--- src/assert_macros.svh ---
// Assertion macros shared by the RTL of the modular exponentiation block.
// Depends on nothing; a user module must have clk and rst_n in scope.
`ifndef ASSERT_MACROS_SVH
`define ASSERT_MACROS_SVH

// Property checked on every rising edge of clk, idle while rst_n is low.
`define ASSERT_CLK(name, prop, msg) \
    name: assert property (@(posedge clk) disable iff (!rst_n) prop) else $error(msg);

// Condition that must never be true on a rising edge of clk.
`define ASSERT_NEVER(name, cond, msg) \
    name: assert property (@(posedge clk) disable iff (!rst_n) !(cond)) else $error(msg);

`endif

--- src/modexp_pkg.sv ---
// Package of the modular exponentiation block: widths, reset values and
// register index codes. Depends on nothing.
`default_nettype none

package modexp_pkg;

    // Width of the modulus, the exponent and all residues.
    localparam int MOD_BITS = 16;
    // Width of the input and result words.
    localparam int WORD_W = 16;
    // Width of the configuration register index.
    localparam int CFG_IDX_W = 2;
    // Bit counter of the serial multiplier.
    localparam int CNT_W = $clog2(MOD_BITS);

    localparam logic [MOD_BITS-1:0] MODULUS_RESET = MOD_BITS'(15943);
    localparam logic [MOD_BITS-1:0] EXPONENT_RESET = MOD_BITS'(2203);

    // Configuration register indexes.
    localparam logic [CFG_IDX_W-1:0] REG_MODULUS = CFG_IDX_W'(0);
    localparam logic [CFG_IDX_W-1:0] REG_EXPONENT = CFG_IDX_W'(1);

endpackage

`default_nettype wire

--- src/modular_exponentiation.sv ---
// Top level of the modular exponentiation block: sequencer and bit-serial
// modular multiplier. Depends on modexp_pkg and assert_macros.svh.
//
//   channel   direction  handshake            payload
//   input     in         in_valid / in_stall  base_word
//   result    out        out_valid / out_stall power_result
//   config    in         cfg_we               cfg_index, cfg_data
//
// After the transfer of a base word the engine reduces the base, then
// performs each squaring and each multiplication by the current power of
// the base as a set-up step in S_STEP followed by a serial run of the
// multiplier, and finishes in S_DONE. in_stall stays high until the result
// has moved to the output register, so one base word is worked on at a time.
// All steps use the single shared multiplier, which consumes one
// bit of its left operand per cycle.
// Reset clears the control state and loads the reset values of the modulus
// and exponent registers. A result waits in the output register while
// out_stall is high; the next item may be taken meanwhile.
`default_nettype none
`include "assert_macros.svh"

module modular_exponentiation (
    input  wire logic                                 clk,
    input  wire logic                                 rst_n,
    input  wire logic                                 in_valid,
    output logic                                      in_stall,
    input  wire logic [modexp_pkg::WORD_W-1:0]        base_word,
    output logic                                      out_valid,
    input  wire logic                                 out_stall,
    output logic [modexp_pkg::WORD_W-1:0]             power_result,
    input  wire logic                                 cfg_we,
    input  wire logic [modexp_pkg::CFG_IDX_W-1:0]     cfg_index,
    input  wire logic [modexp_pkg::MOD_BITS-1:0]      cfg_data
);
    import modexp_pkg::*;

    // S_REDUCE, S_MUL and S_SQR all run the serial multiplier; they differ
    // in where the finished product goes and how the remaining exponent changes.
    typedef enum logic [2:0] {
        S_IDLE,
        S_REDUCE,
        S_STEP,
        S_MUL,
        S_SQR,
        S_DONE
    } state_t;

    localparam logic [CNT_W-1:0] CNT_MAX = CNT_W'(MOD_BITS - 1);

    state_t                state_reg, state_next;
    logic [MOD_BITS-1:0]   modulus_reg, modulus_next;
    logic [MOD_BITS-1:0]   exponent_reg, exponent_next;
    logic [MOD_BITS-1:0]   e_reg, e_next;       // remaining exponent
    logic [MOD_BITS-1:0]   acc_reg, acc_next;   // running product
    logic [MOD_BITS-1:0]   sq_reg, sq_next;     // base raised to 2^k
    logic [MOD_BITS-1:0]   x_reg, x_next;       // multiplier, MSB first
    logic [MOD_BITS-1:0]   y_reg, y_next;       // multiplicand, below n
    logic [MOD_BITS-1:0]   r_reg, r_next;       // partial residue
    logic [CNT_W-1:0]      cnt_reg, cnt_next;
    logic                  out_valid_reg, out_valid_next;
    logic [WORD_W-1:0]     result_reg, result_next;

    // One step of interleaved multiply and reduce: r = 2r + x_bit * y,
    // then bring the sum below n. With r and y below n the sum stays
    // below 3n, so at most two subtractions of n are needed.
    logic [MOD_BITS+1:0]   sum_ext;
    logic [MOD_BITS+1:0]   n_ext;
    logic [MOD_BITS+1:0]   n2_ext;
    logic [MOD_BITS+1:0]   sub1;
    logic [MOD_BITS+1:0]   sub2;
    logic [MOD_BITS-1:0]   r_step;
    logic                  mul_busy;
    logic                  out_free;

    assign n_ext  = {2'b00, modulus_reg};
    assign n2_ext = {1'b0, modulus_reg, 1'b0};
    assign sum_ext = {1'b0, r_reg, 1'b0}
                   + (x_reg[MOD_BITS-1] ? {2'b00, y_reg} : '0);
    assign sub1 = sum_ext - n_ext;
    assign sub2 = sum_ext - n2_ext;

    always_comb
    begin
        if (sum_ext >= n2_ext)
        begin
            r_step = sub2[MOD_BITS-1:0];
        end
        else if (sum_ext >= n_ext)
        begin
            r_step = sub1[MOD_BITS-1:0];
        end
        else
        begin
            r_step = sum_ext[MOD_BITS-1:0];
        end
    end

    assign mul_busy = (state_reg == S_REDUCE) || (state_reg == S_MUL)
                   || (state_reg == S_SQR);
    // The output register can take a new result when it is empty or its
    // current result is transferred in this cycle.
    assign out_free = !out_valid_reg || !out_stall;

    always_comb
    begin
        state_next     = state_reg;
        modulus_next   = modulus_reg;
        exponent_next  = exponent_reg;
        e_next         = e_reg;
        acc_next       = acc_reg;
        sq_next        = sq_reg;
        x_next         = x_reg;
        y_next         = y_reg;
        r_next         = r_reg;
        cnt_next       = cnt_reg;
        out_valid_next = out_valid_reg;
        result_next    = result_reg;

        if (out_valid_reg && !out_stall)
        begin
            out_valid_next = 1'b0;
        end

        if (cfg_we)
        begin
            unique case (cfg_index)
                REG_MODULUS:  modulus_next = cfg_data;
                REG_EXPONENT: exponent_next = cfg_data;
                default:      ;
            endcase
        end

        // Serial multiplier: shift one bit of x in per cycle.
        if (mul_busy)
        begin
            r_next   = r_step;
            x_next   = {x_reg[MOD_BITS-2:0], 1'b0};
            cnt_next = cnt_reg - CNT_W'(1);
        end

        unique case (state_reg)
            S_IDLE:
            begin
                if (in_valid)
                begin
                    e_next = exponent_reg;
                    if (modulus_reg < MOD_BITS'(2))
                    begin
                        // No residues to work in: the result is zero.
                        acc_next   = '0;
                        state_next = S_DONE;
                    end
                    else
                    begin
                        // Reduce the base as base * 1 mod n.
                        acc_next   = MOD_BITS'(1);
                        x_next     = MOD_BITS'(base_word);
                        y_next     = MOD_BITS'(1);
                        r_next     = '0;
                        cnt_next   = CNT_MAX;
                        state_next = S_REDUCE;
                    end
                end
            end
            S_REDUCE:
            begin
                if (cnt_reg == '0)
                begin
                    sq_next    = r_step;
                    state_next = S_STEP;
                end
            end
            S_STEP:
            begin
                if (e_reg == '0)
                begin
                    state_next = S_DONE;
                end
                else if (e_reg[0])
                begin
                    x_next     = acc_reg;
                    y_next     = sq_reg;
                    r_next     = '0;
                    cnt_next   = CNT_MAX;
                    state_next = S_MUL;
                end
                else
                begin
                    x_next     = sq_reg;
                    y_next     = sq_reg;
                    r_next     = '0;
                    cnt_next   = CNT_MAX;
                    state_next = S_SQR;
                end
            end
            S_MUL:
            begin
                if (cnt_reg == '0)
                begin
                    acc_next   = r_step;
                    e_next     = {e_reg[MOD_BITS-1:1], 1'b0};
                    state_next = S_STEP;
                end
            end
            S_SQR:
            begin
                if (cnt_reg == '0)
                begin
                    sq_next    = r_step;
                    e_next     = {1'b0, e_reg[MOD_BITS-1:1]};
                    state_next = S_STEP;
                end
            end
            S_DONE:
            begin
                if (out_free)
                begin
                    out_valid_next = 1'b1;
                    result_next    = WORD_W'(acc_reg);
                    state_next     = S_IDLE;
                end
            end
            default:
            begin
                state_next = S_IDLE;
            end
        endcase
    end

    always_ff @(posedge clk or negedge rst_n)
    begin
        if (!rst_n)
        begin
            state_reg     <= S_IDLE;
            modulus_reg   <= MODULUS_RESET;
            exponent_reg  <= EXPONENT_RESET;
            out_valid_reg <= 1'b0;
        end
        else
        begin
            state_reg     <= state_next;
            modulus_reg   <= modulus_next;
            exponent_reg  <= exponent_next;
            out_valid_reg <= out_valid_next;
        end
    end

    // Datapath registers carry no reset.
    always_ff @(posedge clk)
    begin
        e_reg      <= e_next;
        acc_reg    <= acc_next;
        sq_reg     <= sq_next;
        x_reg      <= x_next;
        y_reg      <= y_next;
        r_reg      <= r_next;
        cnt_reg    <= cnt_next;
        result_reg <= result_next;
    end

    assign in_stall     = (state_reg != S_IDLE);
    assign out_valid    = out_valid_reg;
    assign power_result = result_reg;

    // An accepted item either starts the reduction or goes straight to
    // the result for a degenerate modulus.
    `ASSERT_CLK(a_accept_starts, (in_valid && !in_stall) |=> (state_reg == S_REDUCE || state_reg == S_DONE), "accepted item did not start")
    // Every new multiplication starts with a full bit count.
    `ASSERT_CLK(a_mul_count, (state_reg == S_STEP && e_reg != '0) |=> (cnt_reg == CNT_MAX), "multiplier started with wrong count")
    // A finished squaring halves the remaining exponent.
    `ASSERT_CLK(a_sqr_halves, (state_reg == S_SQR && cnt_reg == '0) |=> (e_reg == ($past(e_reg) >> 1)), "squaring did not halve the exponent")
    // A multiplication by the current power of the base runs only for an odd remaining exponent.
    `ASSERT_NEVER(a_mul_odd, (state_reg == S_MUL && !e_reg[0]), "multiply with even exponent")

endmodule

`default_nettype wire
--- config.mk ---
export PLATFORM = sky130hd
export DESIGN_NAME = modular_exponentiation
export DESIGN_NICKNAME = d
export VERILOG_FILES = /design/src/modexp_pkg.sv /design/src/modular_exponentiation.sv
export VERILOG_INCLUDE_DIRS = /design/src /design/src/src
export SDC_FILE = /design/constraint.sdc
export NUM_CORES = 1
export LEC_CHECK = 0
export ABC_AREA = 1
export BUFFER_PORTS_ARGS = -buffer_cell sky130_fd_sc_hd__buf_2
export CORE_MARGIN = 1.5
export CORE_UTILIZATION = 60
export DETAILED_ROUTE_END_ITERATION = 8
export HOLD_SLACK_MARGIN = 0.1
export PLACE_DENSITY = 0.78
export SLEW_MARGIN = 20
export SYNTH_ARGS = -nofsm -noshare
export SYNTH_HDL_FRONTEND = slang
export SYNTH_SLANG_ARGS = --single-unit
--- constraint.sdc ---
create_clock -name clk -period 4.85 [get_ports clk]
set_input_delay 1.455 -clock clk [delete_from_list [all_inputs] [get_ports clk]]
set_output_delay 1.455 -clock clk [all_outputs]
set_load 0.1 [all_outputs]
### Word level (Yosys, flattened, before mapping)

Index checks and enable logic that the tools add are counted.

* register bits after elaboration: 152
* bits of input ports: 39
* output and inout bits: 18
* word-level logic and storage cells: 101

* add/sub/neg operators: 4
* order comparisons: 3
* eq/ne operators: 13
* mux-type cells: 41
* bitwise gates (word level): 1
* reductions and logical operators: 26

Operator list (count)
* 16-bit two-way mux: 19
* 16-bit one-hot mux with 2 select lines: 4
* 16-bit one-hot mux with 3 select lines: 1
* 16-bit subtractor: 2
* 17-bit by 16-bit adder with 18-bit output: 1
* 18-bit by 16-bit >= comparator with 1-bit output: 1
* 18-bit by 17-bit >= comparator with 1-bit output: 1
* 3-bit two-way mux: 6
* 16-bit zero test: 1
* 16-bit by 2-bit < comparator with 1-bit output, second input constant: 1
* 4-bit two-way mux: 4
* 3-bit one-hot mux with 4 select lines: 1
* 4-bit AND reduction: 3
* 2-bit inequality test, second input constant: 4
* 4-bit one-hot mux with 2 select lines: 1
* 2-bit AND reduction: 4
* 3-bit by 2-bit == test with 1-bit output, second input constant: 2
* 3-bit == test, second input constant: 2
* 2-bit by 1-bit inequality test with 1-bit output, second input constant: 3
* 3-bit AND reduction: 2
* 2-bit nonzero test: 3
* 3-bit nonzero test: 2
* 1-bit two-way mux: 5
* 4-bit zero test: 1
* other kinds (11): 14

### Longest topological paths before layout

* depth in word-level cells: 9
* gate-level depth with buffers: 30
* gate-level depth less buffers: 27

### Worst setup path after synthesis

OpenSTA, ideal clock, no wires.

* path kind: reg2reg
* start: register x_reg[15]
* end: register acc_reg[13] (data pin)
* setup time: 0.270 ns
* data arrival time: 3.391 ns
* data required time: 4.580 ns
* slack: 1.188 ns
* stages on the path, launching flop included: 28
* buffers on the path: 3
* period minus slack after synthesis: 3.662 ns
* cells stage by stage: dfxtp_1 buf_2 clkbuf_1 nand2_1 inv_1 ha_1 fa_1 nand3_1 nand3_1 nand2_1 nand2_2 nand2_1 nand2_1 xor2_1 ha_1 nand2_1 nand2_1 nand2_1 nand2_1 a21oi_1 nand2_1 nand2_2 nand2_4 nor2_4 buf_12 nand2_2 nand3_2 a21oi_1

* word-level cells in the longest chain between the ends: 7
* elaborated cells between the ends (all ways): 10
* classes of those cells: 3 x add/sub; 2 x order compare; 5 x mux

Ends and longest elaborated chain
* from (decl): line modular_exponentiation.sv:56 `logic [MOD_BITS-1:0] x_reg, x_next;`
* from (signal assigned): line modular_exponentiation.sv:254 `x_reg <= x_next;`
* 16-bit two-way mux (*): line modular_exponentiation.sv:78 `+ (x_reg[MOD_BITS-1] ? {2'b00, y_reg} : '0);`
* 17-bit by 16-bit adder with 18-bit output (*): line modular_exponentiation.sv:78
* 16-bit subtractor or 18-bit by 16-bit >= comparator with 1-bit output (tied branches): line modular_exponentiation.sv:79, modular_exponentiation.sv:88
* 16-bit two-way mux: line modular_exponentiation.sv:88 `else if (sum_ext >= n_ext)`
* 16-bit two-way mux (*): line modular_exponentiation.sv:84 `if (sum_ext >= n2_ext)`
* 16-bit two-way mux (*): line modular_exponentiation.sv:198 `if (cnt_reg == '0)`
* 16-bit one-hot mux with 2 select lines (*): line modular_exponentiation.sv:141 `unique case (state_reg)`
* to (signal assigned): line modular_exponentiation.sv:252 `acc_reg <= acc_next;`
* to (decl): line modular_exponentiation.sv:54 `logic [MOD_BITS-1:0] acc_reg, acc_next;`

Every way passes the cells marked *; elsewhere a longest branch is shown, timed or not. The select of a mux whose other input is x is not followed.
A chain may end at the register's enable or synchronous reset.

### Worst setup path after layout

* start: register x_reg[15]
* end: register acc_reg[14] (data pin)

The elaborated chain is that of the path after synthesis.

==> impl_metrics.tcl <==
set metrics [dict create \
    status "finished clean" \
    path_class "reg2reg" \
    vias 8265 \
    clk_pin_slew_worst_paths_ps 60 \
    setup_ws_ps 395 \
    synth_seq_area_share 0.421 \
    nNetsFinal 1356 \
    hp-class "reg2reg" \
    crit_path_end_kind "flop" \
    syn-num-nets 1307 \
    cts_buffer_depth 2 \
    fin_tns_setup_ps 0 \
    yosys_warnings 0 \
    cts_tree "done" \
    grt_max_degree 53 \
    critPathRequiredTime_ps 5000 \
    fin_cells 1495 \
    dp.cells 1463 \
    period_share 0.919 \
    crit_chain "nand2_1 > inv_1 > ha_1 > fa_1 > nand3_1 > nand3_1 > nand4_1 > nand2_1 > xor2_1 > inv_1 > ha_1 > nand2_1 > inv_1 > nand2_2 > nor3_2 > nand2_1 > nand2_1 > nand2_1 > nand2_1 > nand2_2 > nand3_4 > clkinv_2 > nand3_1 > a21oi_1" \
    ctsHoldBuffers 0 \
    die_area_um2 16800 \
    slowest_delay_ps 420 \
    setup_viol 0 \
    drtIter0Drc 663 \
    htree_levels 4 \
    remaining_drc_errors 0 \
    hold_viol_final 0 \
    crit_family "simple AND/OR/NAND/NOR gates" \
    path_max_fanout 17 \
    antenna_found_initial 0 \
    vias_per_cell 5.53 \
    cts_setup_buffers 0 \
    cts_buffers 17 \
    avgSynthCellArea_um2 7.88 \
    dp_hpwl_um 19100 \
    wl_per_cell_um 16.6 \
    slew_headroom 0.231 \
    synth_cell_types 50 \
    drive_gt1_frac 0.142 \
    diodes 0 \
    crit_arrival_ps 4600 \
    firstDrtPassIters 5 \
    fin_skew_ps 6.91 \
    clk_latency_ps 430 \
    wirelength_um 24900 \
    cts_resized 0 \
    drv_cap 0 \
    gp_congestion 1.01 \
    initial_core_util 0.608 \
    rsz0062_at_grt "false" \
    syn_inst 1217 \
    fin_crit_ps 4460 \
    antenna_left 0 \
    track_usage 0.316 \
    area_growth_pct 10.3 \
    max_clock_freq_mhz 224 \
    grt_pass1_vias 7810 \
    critPathSlowestCell "ha_1" \
    grt-ovfl-total 0 \
    ioPinCount 57 \
    path_buf_inv 4 \
    core_um2 15800 \
    synthesis.area_um2 9600 \
    synth_seq_cells 152 \
    cts_sinks 152 \
    io_buffers 56 \
    cp-start-kind "flop" \
    rows 46 \
    cp_common_cell "nand2_1" \
    grt_first_pass_wirelength_um 40100 \
    die_height_um 129 \
    cts_root_buffer "clkbuf_16" \
    worstMarginPinSlew_ps 1150 \
    drv_slew 0 \
    dp_slack_ps 323 \
    die_x_um 129 \
]
## final timing paths
kind                                   from               end  slack, ps  cells after the start
worst max-delay path              x_reg[15]       acc_reg[14]        390                     24
max in group asynchronous             rst_n    modulus_reg[7]       3240                      1
worst min register to register  acc_reg[12]  power_result[12]        470                      0
worst max register to register    x_reg[15]       acc_reg[14]        390                     24
min in group asynchronous             rst_n  exponent_reg[10]       1100                      1
worst min-delay path            acc_reg[12]  power_result[12]        470                      0
## cell usage in the layout, fill, tap and decap left out, drive strengths merged, types with 20 or more instances in the layout
cell type / n
dfxtp: 36
dfrtp: 21
inv: 197
clkbuf: 20
nor2: 102
o21ai: 81
a21oi: 59
ha: 48
nand2: 319
buf: 63
nand3: 115
edfxtp: 80
## metrics by stage
step	utilization	hold slack, ps	cell area [um2]
after detailed placement	0.636	454	10000
after CTS	0.671	473	10600
after floorplan	-	427	9600
after global placement	0.636	442	10000
after global routing	0.671	479	10600
final	0.671	470	10600
## area by class of cell
class	count	area (um2)
clock buffer	20	457
clock inverter	12	90.1
fill	1377	5190
inverter	193	728
multi-input combinational	839	4660
sequential	152	4040
tap	216	270
timing repair buffer	63	333
## cell families after synthesis
| family | Yosys count | share of synthesized area |
|---|---|---|
| AOI/OAI and AO/OA | 177 | 0.109 |
| and+or+nand+nor | 569 | 0.267 |
| buffers and inverters | 226 | 0.0939 |
| muxes | 12 | 0.0125 |
| adders and majority gates | 51 | 0.0688 |
| DFF | 152 | 0.421 |
| xor gates and xnor gates | 30 | 0.0274 |
## cells in the mapped netlist, drive strengths merged
master | instances | share of area
nor4 | 3 | 0.0020
dfxtp | 36 | 0.075
o211ai | 9 | 0.0070
nand3b | 4 | 0.0031
a21o | 2 | 0.0016
a31oi | 1 | 0.00065
dfstp | 15 | 0.041
nand3 | 115 | 0.070
fa | 3 | 0.0063
nor3 | 10 | 0.0063
a21boi | 2 | 0.0020
nand4 | 9 | 0.0059
nor2 | 102 | 0.043
mux2i | 12 | 0.013
or2 | 6 | 0.0039
o21ai | 81 | 0.042
nand2 | 319 | 0.13
o21bai | 7 | 0.0067
xnor2 | 14 | 0.013
o2111ai | 12 | 0.011
clkbuf | 21 | 0.0082
o22ai | 2 | 0.0013
a21oi | 59 | 0.035
o21a | 2 | 0.0016
xor2 | 16 | 0.015
inv | 192 | 0.075
ha | 48 | 0.063
edfxtp | 80 | 0.25
buf | 12 | 0.0099
and3 | 1 | 0.00065
dfrtp | 21 | 0.055
clkinv | 1 | 0.00039
## per-layer routing
layer / vias up / track usage / wire length (um)
li1: 4080 / - / -
met1: 3839 / 0.431 / 11100
met2: 308 / 0.522 / 11600
met3: 38 / 0.0471 / 1640
met4: 0 / 0.100 / 528
met5: - / 0 / 0
Power is not shown: default switching activity piles up to over one toggle a cycle in this logic, so the estimate is an artifact.
